==> src/rtl/i128alu_pkg.sv <==
// ============================================================================
// i128alu_pkg: shared definitions for the 128-bit integer arithmetic unit
// ----------------------------------------------------------------------------
// This package holds the action codes, the word and limb widths, and the
// partial-product schedule that the multiply sequencer walks through.
// ============================================================================
package i128alu_pkg;

    // Word, half-word and multiplier limb widths.
    localparam int WORD_W = 128;
    localparam int HALF_W = 64;
    localparam int LIMB_W = 32;
    localparam int STEP_W = $clog2(WORD_W);

    // Action codes.
    localparam logic [3:0] ACT_ADD   = 4'd0;
    localparam logic [3:0] ACT_SUB   = 4'd1;
    localparam logic [3:0] ACT_MUL   = 4'd2;
    localparam logic [3:0] ACT_UDIV  = 4'd3;
    localparam logic [3:0] ACT_UMOD  = 4'd4;
    localparam logic [3:0] ACT_SDIV  = 4'd5;
    localparam logic [3:0] ACT_SMOD  = 4'd6;
    localparam logic [3:0] ACT_MUL64 = 4'd7;
    localparam logic [3:0] ACT_DIV64 = 4'd8;

    // Number of partial products for each multiply action.
    localparam logic [3:0] MUL64_PARTS = 4'd4;
    localparam logic [3:0] MUL_PARTS   = 4'd10;

    // Limb pair {i, j} for partial product k. The first four entries cover a
    // full 64x64 product; all ten cover the low 128 bits of a 128x128 product.
    function automatic logic [3:0] limb_pair(input logic [3:0] k);
        logic [3:0] pair;
        unique case (k)
            4'd0:    pair = {2'd0, 2'd0};
            4'd1:    pair = {2'd0, 2'd1};
            4'd2:    pair = {2'd1, 2'd0};
            4'd3:    pair = {2'd1, 2'd1};
            4'd4:    pair = {2'd0, 2'd2};
            4'd5:    pair = {2'd2, 2'd0};
            4'd6:    pair = {2'd0, 2'd3};
            4'd7:    pair = {2'd1, 2'd2};
            4'd8:    pair = {2'd2, 2'd1};
            4'd9:    pair = {2'd3, 2'd0};
            default: pair = {2'd0, 2'd0};
        endcase
        return pair;
    endfunction

endpackage

==> src/rtl/int128_arithmetic_unit.sv <==
// ============================================================================
// int128_arithmetic_unit: 128-bit integer ALU with a restoring divider
// ----------------------------------------------------------------------------
// Adds, subtracts, multiplies, divides and takes the modulo of 128-bit
// operands, using one shared 129-bit adder and one 32x32 multiplier under a
// small sequencer.
// ============================================================================
// The unit takes one transfer at a time and holds in_stall high until the
// work on it is done; the result then sits in an output register, so a new
// transfer can be taken while that result waits. Add and sub pass once
// through the shared adder. Mul64 and mul form their 32x32 partial products
// one by one on the single multiplier, then drain its product register.
// Unsigned divide, modulo and div64 take one restoring step per dividend bit
// on the shared adder; signed divide and modulo first make the operands
// positive (ST_NEG_A, ST_NEG_B) and afterwards fix the signs (ST_FIX_Q,
// ST_FIX_R). A zero divisor or an unused action code goes straight to
// ST_FINISH. A result that waits on out_stall holds the next item in
// ST_FINISH. The next transfer is accepted the cycle after the result is
// loaded.
module int128_arithmetic_unit
(
    input  logic        clk,
    input  logic        rst_n,
    input  logic        in_valid,
    output logic        in_stall,
    input  logic [3:0]  action,
    input  logic [63:0] a_hi,
    input  logic [63:0] a_lo,
    input  logic [63:0] b_hi,
    input  logic [63:0] b_lo,
    output logic        out_valid,
    input  logic        out_stall,
    output logic [63:0] result_hi,
    output logic [63:0] result_lo,
    output logic [63:0] extra_hi,
    output logic [63:0] extra_lo,
    output logic        div_by_zero
);

    typedef enum logic [3:0] {
        ST_IDLE,
        ST_ADDSUB,
        ST_MUL,
        ST_NEG_A,
        ST_NEG_B,
        ST_DIV,
        ST_FIX_Q,
        ST_FIX_R,
        ST_FINISH
    } state_t;

    localparam int W  = i128alu_pkg::WORD_W;
    localparam int HW = i128alu_pkg::HALF_W;
    localparam int LW = i128alu_pkg::LIMB_W;
    localparam int SW = i128alu_pkg::STEP_W;

    state_t          state_reg, state_next;
    logic [3:0]      op_reg, op_next;
    logic [W-1:0]    a_reg, a_next;
    logic [W-1:0]    b_reg, b_next;
    logic [W-1:0]    acc_reg, acc_next;
    logic [2*LW-1:0] prod_reg, prod_next;
    logic [1:0]      psh_reg, psh_next;
    logic            pv_reg, pv_next;
    logic [SW-1:0]   cnt_reg, cnt_next;
    logic            neg_q_reg, neg_q_next;
    logic            neg_r_reg, neg_r_next;
    logic            dz_reg, dz_next;
    logic            zero_reg, zero_next;
    logic            out_valid_reg, out_valid_next;
    logic [HW-1:0]   result_hi_reg, result_hi_next;
    logic [HW-1:0]   result_lo_reg, result_lo_next;
    logic [HW-1:0]   extra_hi_reg, extra_hi_next;
    logic [HW-1:0]   extra_lo_reg, extra_lo_next;
    logic            dz_out_reg, dz_out_next;

    // Shared adder: 129-bit operands with a carry out for the divide compare.
    logic [W:0]      add_x, add_y;
    logic            add_cin;
    logic [W+1:0]    add_sum;

    logic [W-1:0]    b_in;
    logic            b_in_zero;
    logic [3:0]      pair;
    logic [LW-1:0]   limb_a, limb_b;
    logic [2*LW-1:0] mul_out;
    logic [3:0]      mul_parts;
    logic [W-1:0]    prod_shifted;
    logic [W:0]      rem_shift;
    logic            is_signed;

    assign add_sum = {1'b0, add_x} + {1'b0, add_y} + {{(W+1){1'b0}}, add_cin};

    // Divisor as seen by the action; div64 takes only the low half.
    assign b_in      = (action == i128alu_pkg::ACT_DIV64) ? {{HW{1'b0}}, b_lo}
                                                          : {b_hi, b_lo};
    assign b_in_zero = (b_in == '0);

    // Multiplier operand selection and the single 32x32 multiplier.
    assign pair      = i128alu_pkg::limb_pair(cnt_reg[3:0]);
    assign limb_a    = a_reg[{pair[3:2], 5'b0} +: LW];
    assign limb_b    = b_reg[{pair[1:0], 5'b0} +: LW];
    assign mul_out   = limb_a * limb_b;
    assign mul_parts = (op_reg == i128alu_pkg::ACT_MUL64) ? i128alu_pkg::MUL64_PARTS
                                                          : i128alu_pkg::MUL_PARTS;
    assign prod_shifted = {{(W-2*LW){1'b0}}, prod_reg} << {psh_reg, 5'b0};

    // Remainder shifted left with the next dividend bit brought in.
    assign rem_shift = {acc_reg, a_reg[W-1]};
    assign is_signed = (op_reg == i128alu_pkg::ACT_SDIV) ||
                       (op_reg == i128alu_pkg::ACT_SMOD);

    // Sequencer next-state and datapath logic.
    always_comb
    begin
        state_next     = state_reg;
        op_next        = op_reg;
        a_next         = a_reg;
        b_next         = b_reg;
        acc_next       = acc_reg;
        prod_next      = prod_reg;
        psh_next       = psh_reg;
        pv_next        = pv_reg;
        cnt_next       = cnt_reg;
        neg_q_next     = neg_q_reg;
        neg_r_next     = neg_r_reg;
        dz_next        = dz_reg;
        zero_next      = zero_reg;
        out_valid_next = out_valid_reg;
        result_hi_next = result_hi_reg;
        result_lo_next = result_lo_reg;
        extra_hi_next  = extra_hi_reg;
        extra_lo_next  = extra_lo_reg;
        dz_out_next    = dz_out_reg;
        add_x          = '0;
        add_y          = '0;
        add_cin        = 1'b0;

        // The output register empties on a completed output transfer.
        if (out_valid_reg && !out_stall)
        begin
            out_valid_next = 1'b0;
        end

        unique case (state_reg)
            ST_IDLE:
            begin
                if (in_valid)
                begin
                    op_next    = action;
                    a_next     = {a_hi, a_lo};
                    b_next     = b_in;
                    acc_next   = '0;
                    cnt_next   = '0;
                    pv_next    = 1'b0;
                    dz_next    = 1'b0;
                    zero_next  = 1'b0;
                    neg_q_next = a_hi[HW-1] ^ b_hi[HW-1];
                    neg_r_next = a_hi[HW-1];
                    unique case (action)
                        i128alu_pkg::ACT_ADD,
                        i128alu_pkg::ACT_SUB:
                        begin
                            state_next = ST_ADDSUB;
                        end
                        i128alu_pkg::ACT_MUL,
                        i128alu_pkg::ACT_MUL64:
                        begin
                            state_next = ST_MUL;
                        end
                        i128alu_pkg::ACT_UDIV,
                        i128alu_pkg::ACT_UMOD,
                        i128alu_pkg::ACT_DIV64:
                        begin
                            dz_next    = b_in_zero;
                            zero_next  = b_in_zero;
                            state_next = b_in_zero ? ST_FINISH : ST_DIV;
                        end
                        i128alu_pkg::ACT_SDIV,
                        i128alu_pkg::ACT_SMOD:
                        begin
                            dz_next    = b_in_zero;
                            zero_next  = b_in_zero;
                            state_next = b_in_zero ? ST_FINISH : ST_NEG_A;
                        end
                        default:
                        begin
                            zero_next  = 1'b1;
                            state_next = ST_FINISH;
                        end
                    endcase
                end
            end

            // Add, or subtract as A plus the inverted B plus one.
            ST_ADDSUB:
            begin
                add_x      = {1'b0, a_reg};
                add_y      = (op_reg == i128alu_pkg::ACT_SUB) ? {1'b0, ~b_reg}
                                                              : {1'b0, b_reg};
                add_cin    = (op_reg == i128alu_pkg::ACT_SUB);
                acc_next   = add_sum[W-1:0];
                state_next = ST_FINISH;
            end

            // One partial product a cycle; the previous one is accumulated.
            ST_MUL:
            begin
                if (pv_reg)
                begin
                    add_x    = {1'b0, acc_reg};
                    add_y    = {1'b0, prod_shifted};
                    acc_next = add_sum[W-1:0];
                end
                if (cnt_reg[3:0] < mul_parts)
                begin
                    prod_next = mul_out;
                    psh_next  = pair[3:2] + pair[1:0];
                    pv_next   = 1'b1;
                    cnt_next  = cnt_reg + 1'b1;
                end
                else
                begin
                    pv_next    = 1'b0;
                    state_next = ST_FINISH;
                end
            end

            // Take the magnitude of a negative dividend.
            ST_NEG_A:
            begin
                add_x      = neg_r_reg ? {1'b0, ~a_reg} : {1'b0, a_reg};
                add_cin    = neg_r_reg;
                a_next     = add_sum[W-1:0];
                state_next = ST_NEG_B;
            end

            // Take the magnitude of a negative divisor.
            ST_NEG_B:
            begin
                add_x      = (neg_q_reg ^ neg_r_reg) ? {1'b0, ~b_reg} : {1'b0, b_reg};
                add_cin    = neg_q_reg ^ neg_r_reg;
                b_next     = add_sum[W-1:0];
                state_next = ST_DIV;
            end

            // One restoring step: the carry out means the divisor fits.
            ST_DIV:
            begin
                add_x    = rem_shift;
                add_y    = ~{1'b0, b_reg};
                add_cin  = 1'b1;
                acc_next = add_sum[W+1] ? add_sum[W-1:0] : rem_shift[W-1:0];
                a_next   = {a_reg[W-2:0], add_sum[W+1]};
                cnt_next = cnt_reg + 1'b1;
                if (cnt_reg == SW'(W - 1))
                begin
                    state_next = is_signed ? ST_FIX_Q : ST_FINISH;
                end
            end

            // Negate the quotient when the operand signs differ.
            ST_FIX_Q:
            begin
                add_x      = neg_q_reg ? {1'b0, ~a_reg} : {1'b0, a_reg};
                add_cin    = neg_q_reg;
                a_next     = add_sum[W-1:0];
                state_next = ST_FIX_R;
            end

            // The remainder follows the sign of the dividend.
            ST_FIX_R:
            begin
                add_x      = neg_r_reg ? {1'b0, ~acc_reg} : {1'b0, acc_reg};
                add_cin    = neg_r_reg;
                acc_next   = add_sum[W-1:0];
                state_next = ST_FINISH;
            end

            // Load the output register once it is free.
            ST_FINISH:
            begin
                if (!out_valid_reg || !out_stall)
                begin
                    out_valid_next = 1'b1;
                    dz_out_next    = dz_reg;
                    result_hi_next = '0;
                    result_lo_next = '0;
                    extra_hi_next  = '0;
                    extra_lo_next  = '0;
                    if (!zero_reg)
                    begin
                        unique case (op_reg)
                            i128alu_pkg::ACT_UDIV,
                            i128alu_pkg::ACT_SDIV:
                            begin
                                {result_hi_next, result_lo_next} = a_reg;
                                {extra_hi_next, extra_lo_next}   = acc_reg;
                            end
                            i128alu_pkg::ACT_DIV64:
                            begin
                                result_lo_next = a_reg[HW-1:0];
                                extra_lo_next  = acc_reg[HW-1:0];
                            end
                            default:
                            begin
                                {result_hi_next, result_lo_next} = acc_reg;
                            end
                        endcase
                    end
                    state_next = ST_IDLE;
                end
            end

            default:
            begin
                state_next = ST_IDLE;
            end
        endcase
    end

    // State, control and registered outputs.
    always_ff @(posedge clk or negedge rst_n)
    begin
        if (!rst_n)
        begin
            state_reg     <= ST_IDLE;
            pv_reg        <= 1'b0;
            cnt_reg       <= '0;
            out_valid_reg <= 1'b0;
            op_reg        <= '0;
            neg_q_reg     <= 1'b0;
            neg_r_reg     <= 1'b0;
            dz_reg        <= 1'b0;
            zero_reg      <= 1'b0;
            result_hi_reg <= '0;
            result_lo_reg <= '0;
            extra_hi_reg  <= '0;
            extra_lo_reg  <= '0;
            dz_out_reg    <= 1'b0;
        end
        else
        begin
            state_reg     <= state_next;
            pv_reg        <= pv_next;
            cnt_reg       <= cnt_next;
            out_valid_reg <= out_valid_next;
            op_reg        <= op_next;
            neg_q_reg     <= neg_q_next;
            neg_r_reg     <= neg_r_next;
            dz_reg        <= dz_next;
            zero_reg      <= zero_next;
            result_hi_reg <= result_hi_next;
            result_lo_reg <= result_lo_next;
            extra_hi_reg  <= extra_hi_next;
            extra_lo_reg  <= extra_lo_next;
            dz_out_reg    <= dz_out_next;
        end
    end

    // Payload registers need no reset.
    always_ff @(posedge clk)
    begin
        a_reg         <= a_next;
        b_reg         <= b_next;
        acc_reg       <= acc_next;
        prod_reg      <= prod_next;
        psh_reg       <= psh_next;
    end

    assign in_stall    = (state_reg != ST_IDLE);
    assign out_valid   = out_valid_reg;
    assign result_hi   = result_hi_reg;
    assign result_lo   = result_lo_reg;
    assign extra_hi    = extra_hi_reg;
    assign extra_lo    = extra_lo_reg;
    assign div_by_zero = dz_out_reg;

endmodule
==> config.mk <==
export PLATFORM = sky130hd
export DESIGN_NAME = int128_arithmetic_unit
export DESIGN_NICKNAME = d
export VERILOG_FILES = /design/src/rtl/i128alu_pkg.sv /design/src/rtl/int128_arithmetic_unit.sv
export SDC_FILE = /design/constraint.sdc
export NUM_CORES = 2
export LEC_CHECK = 0
export BUFFER_PORTS_ARGS = -buffer_cell sky130_fd_sc_hd__buf_2
export CAP_MARGIN = 20
export CORE_MARGIN = 4
export CORE_UTILIZATION = 35
export CTS_BUF_LIST = sky130_fd_sc_hd__clkbuf_8
export CTS_CLUSTER_SIZE = 40
export DETAILED_ROUTE_END_ITERATION = 12
export GPL_ROUTABILITY_DRIVEN = 1
export PLACE_DENSITY = 0.54
export SETUP_SLACK_MARGIN = 0.5
export SYNTH_ARGS = -nofsm -noshare
export SYNTH_HDL_FRONTEND = slang
export SYNTH_SLANG_ARGS = --single-unit
==> constraint.sdc <==
create_clock -name clk -period 24.6 [get_ports clk]
set_input_delay 4.92 -clock clk [delete_from_list [all_inputs] [get_ports clk]]
set_output_delay 4.92 -clock clk [all_outputs]
set_load 0.02 [all_outputs]
==> results_dict.tcl <==
set metrics [dict create \
    maxCapViolCount 0 \
    hold_path_depth 2 \
    setup_tns_ns 0 \
    finalMaxSlewViolations 0 \
    status "completed" \
    cpMostUsedCell "fa_1" \
    die_area_um2 241000 \
    io_pins 523 \
    wl_met2_mm 187 \
    cp.arrival_ns 12.37 \
    setup_viol 0 \
    wirelength_mm 412 \
    wl_met1_mm 163 \
    antenna_found_initial 30 \
    start_kind "flop" \
    final-hold-violation-count 0 \
    critical-path-slowest-cell "mux2i_4" \
    post_cts_resized 0 \
    avgSynthCellArea_um2 8.94 \
    first_pass_iters 8 \
    die_w_um 491 \
    relSlewSlack_pct 10.1 \
    dpl.hpwl_mm 326 \
    cts_hold_buffers 0 \
    final_common_cell "nand2_1" \
    routedWlPerCell_um 32.9 \
    cts_tree "yes" \
    top_layer_used "met5" \
    setup.worst_path.class "flop to flop" \
    critical-path-max-stage-delay_ns 0.91 \
    clockBufferDepth 3 \
    cp.required_ns 25.30 \
    grt_pass1_vias 74200 \
    syn_to_final_growth_pct 10.7 \
    min_period_over_period_pct 47.4 \
    track_usage_pct 33.3 \
    vias 75000 \
    ys_warn_count 0 \
    seq_area_frac_synth_pct 25.1 \
    drive_gt1_share_pct 11.2 \
    period_needed_ns 11.67 \
    cts_setup_buffers 0 \
    clk-insertion-delay-late_ns 0.95 \
    via_per_inst 6.00 \
    cts_buffers 136 \
    n_fill_cell 23600 \
    grt_pass1_wl_mm 577 \
    grt-ovfl-total 0 \
    drc 0 \
    syn_inst 9136 \
    synthesis.area_um2 81600 \
    core_um2 232000 \
    r2r_end "prod_reg[63]" \
    numPortBuffers 522 \
    most-common-layout-cells "1140 x nand2_1, 977 x inv_1, 963 x nor2_1, 898 x fa_1, 541 x o21ai_0" \
    reg2reg_slack_ns 12.93 \
    whs_endpoint "zero_reg" \
    endpoint_kind "flop" \
    async_flop_share_pct 38.2 \
    gp_congestion 1.04 \
    ys.flop_type "edfxtp_1" \
    row_count 177 \
    drt_iter0_drc 8761 \
    ant_nets 0 \
    max_freq_ghz 0.0857 \
    worstReg2RegStart "cnt_reg[3]" \
    layout.nets 10900 \
    cts.sinks 728 \
    met3_wirelength_mm 33.7 \
    skew_ns 0.0728 \
    hold_path_startpoint "zero_reg" \
    cts.reportedPaths.clkPinSlew_ns 0.08 \
    ctsHtreeMaxLevel 4 \
    cts_root_buffer "clkbuf_8" \
    grt_start_max_net_pins 145 \
    initial_utilization_pct 35.1 \
    syn-num-nets 10700 \
    r2r_cells 30 \
    worst_pin_slew_ns 1.31 \
    synth.ff_latch_count 728 \
    synth-edff-count 450 \
    worst-path-max-fanout 39 \
    rsz0062_at_grt "false" \
    yosysUniqueCellTypes 93 \
    worstHoldPathType "flop to flop" \
    die_y_um 491 \
]
## cells by family after synthesis
family	Yosys count	synth area share [%]
XOR/XNOR	316	3.39
multiplexers	340	4.27
AND/OR/NAND/NOR	2595	13.2
AO/OA/AOI/OAI	2295	18.7
flip-flops	728	25.1
adder cells (fa/ha/maj)	1297	28.1
buffers and inverters	1565	7.24
## per-stage QoR
| step | instances | worst slack, ns | hold slack, ns | utilization (%) | instance area, um2 |
|---|---|---|---|---|---|
| floorplan | 9136 | 4.87 | 0.431 | - | 81600 |
| global placement | 12200 | 13.36 | 0.455 | 37.7 | 87500 |
| detailed placement | 12200 | 13.22 | 0.460 | 37.7 | 87500 |
| CTS | 12500 | 13.13 | 0.472 | 38.8 | 90200 |
| global route | 12500 | 12.52 | 0.500 | 38.9 | 90300 |
| finish | 12500 | 12.93 | 0.471 | 38.9 | 90300 |
## cell type report
cell class / instances / area (um2) / area share [%]
antenna: 21 / 52.6 / 0.0582
clock buffer: 148 / 2040 / 2.25
clock inverter: 101 / 717 / 0.794
inverter: 930 / 3500 / 3.87
multi-input combinational: 6843 / 55800 / 61.7
sequential: 728 / 20500 / 22.7
tap: 3043 / 3810 / 4.21
timing repair buffer: 690 / 4020 / 4.44
## critical path, delay by kind of cell (launching register included)
family	cells	cell delay, ns
adder cells (fa/ha/maj)	9	4.67
AO/OA/AOI/OAI	8	2.07
multiplexers	3	1.42
buffers and inverters	5	1.24
AND/OR/NAND/NOR	5	1.21
flip-flops	1	0.69
## cell usage after synthesis (all sizes together), types with 145 or more instances
master     n  share of area, %
a22o     148               1.6
ha       399               6.1
inv      930               4.3
mux2i    276               3.4
nor2     972               4.5
xnor2    244               2.6
nand2   1145               5.3
fa       898                22
a22oi    221               2.0
edfxtp   450                17
a21oi    487               3.0
o211ai   145               1.3
dfrtp    278               8.5
o21ai    575               3.5
clkbuf   553               2.5
## routing by layer
metal	vias to the layer above	track usage, %
li1	31900	-
met1	38200	42.4
met2	4048	52.3
met3	877	6.92
met4	6	19.3
met5	-	0
## worst max-delay path by stage
| stage | startpoint | to | slack [ns] | cells after the start |
|---|---|---|---|---|
| after floorplan | in_valid | acc_reg[0] | 4.87 | 2 |
| after global placement | cnt_reg[3] | prod_reg[57] | 13.36 | 29 |
| after detailed placement | cnt_reg[3] | prod_reg[57] | 13.22 | 30 |
| after CTS | cnt_reg[3] | prod_reg[63] | 13.13 | 30 |
| after global routing | cnt_reg[3] | prod_reg[63] | 12.52 | 30 |
| final | cnt_reg[3] | prod_reg[63] | 12.93 | 30 |
Power is left out: the tool's default activity adds up to more than one toggle a clock period on the data nets, which glitch-free logic cannot reach.
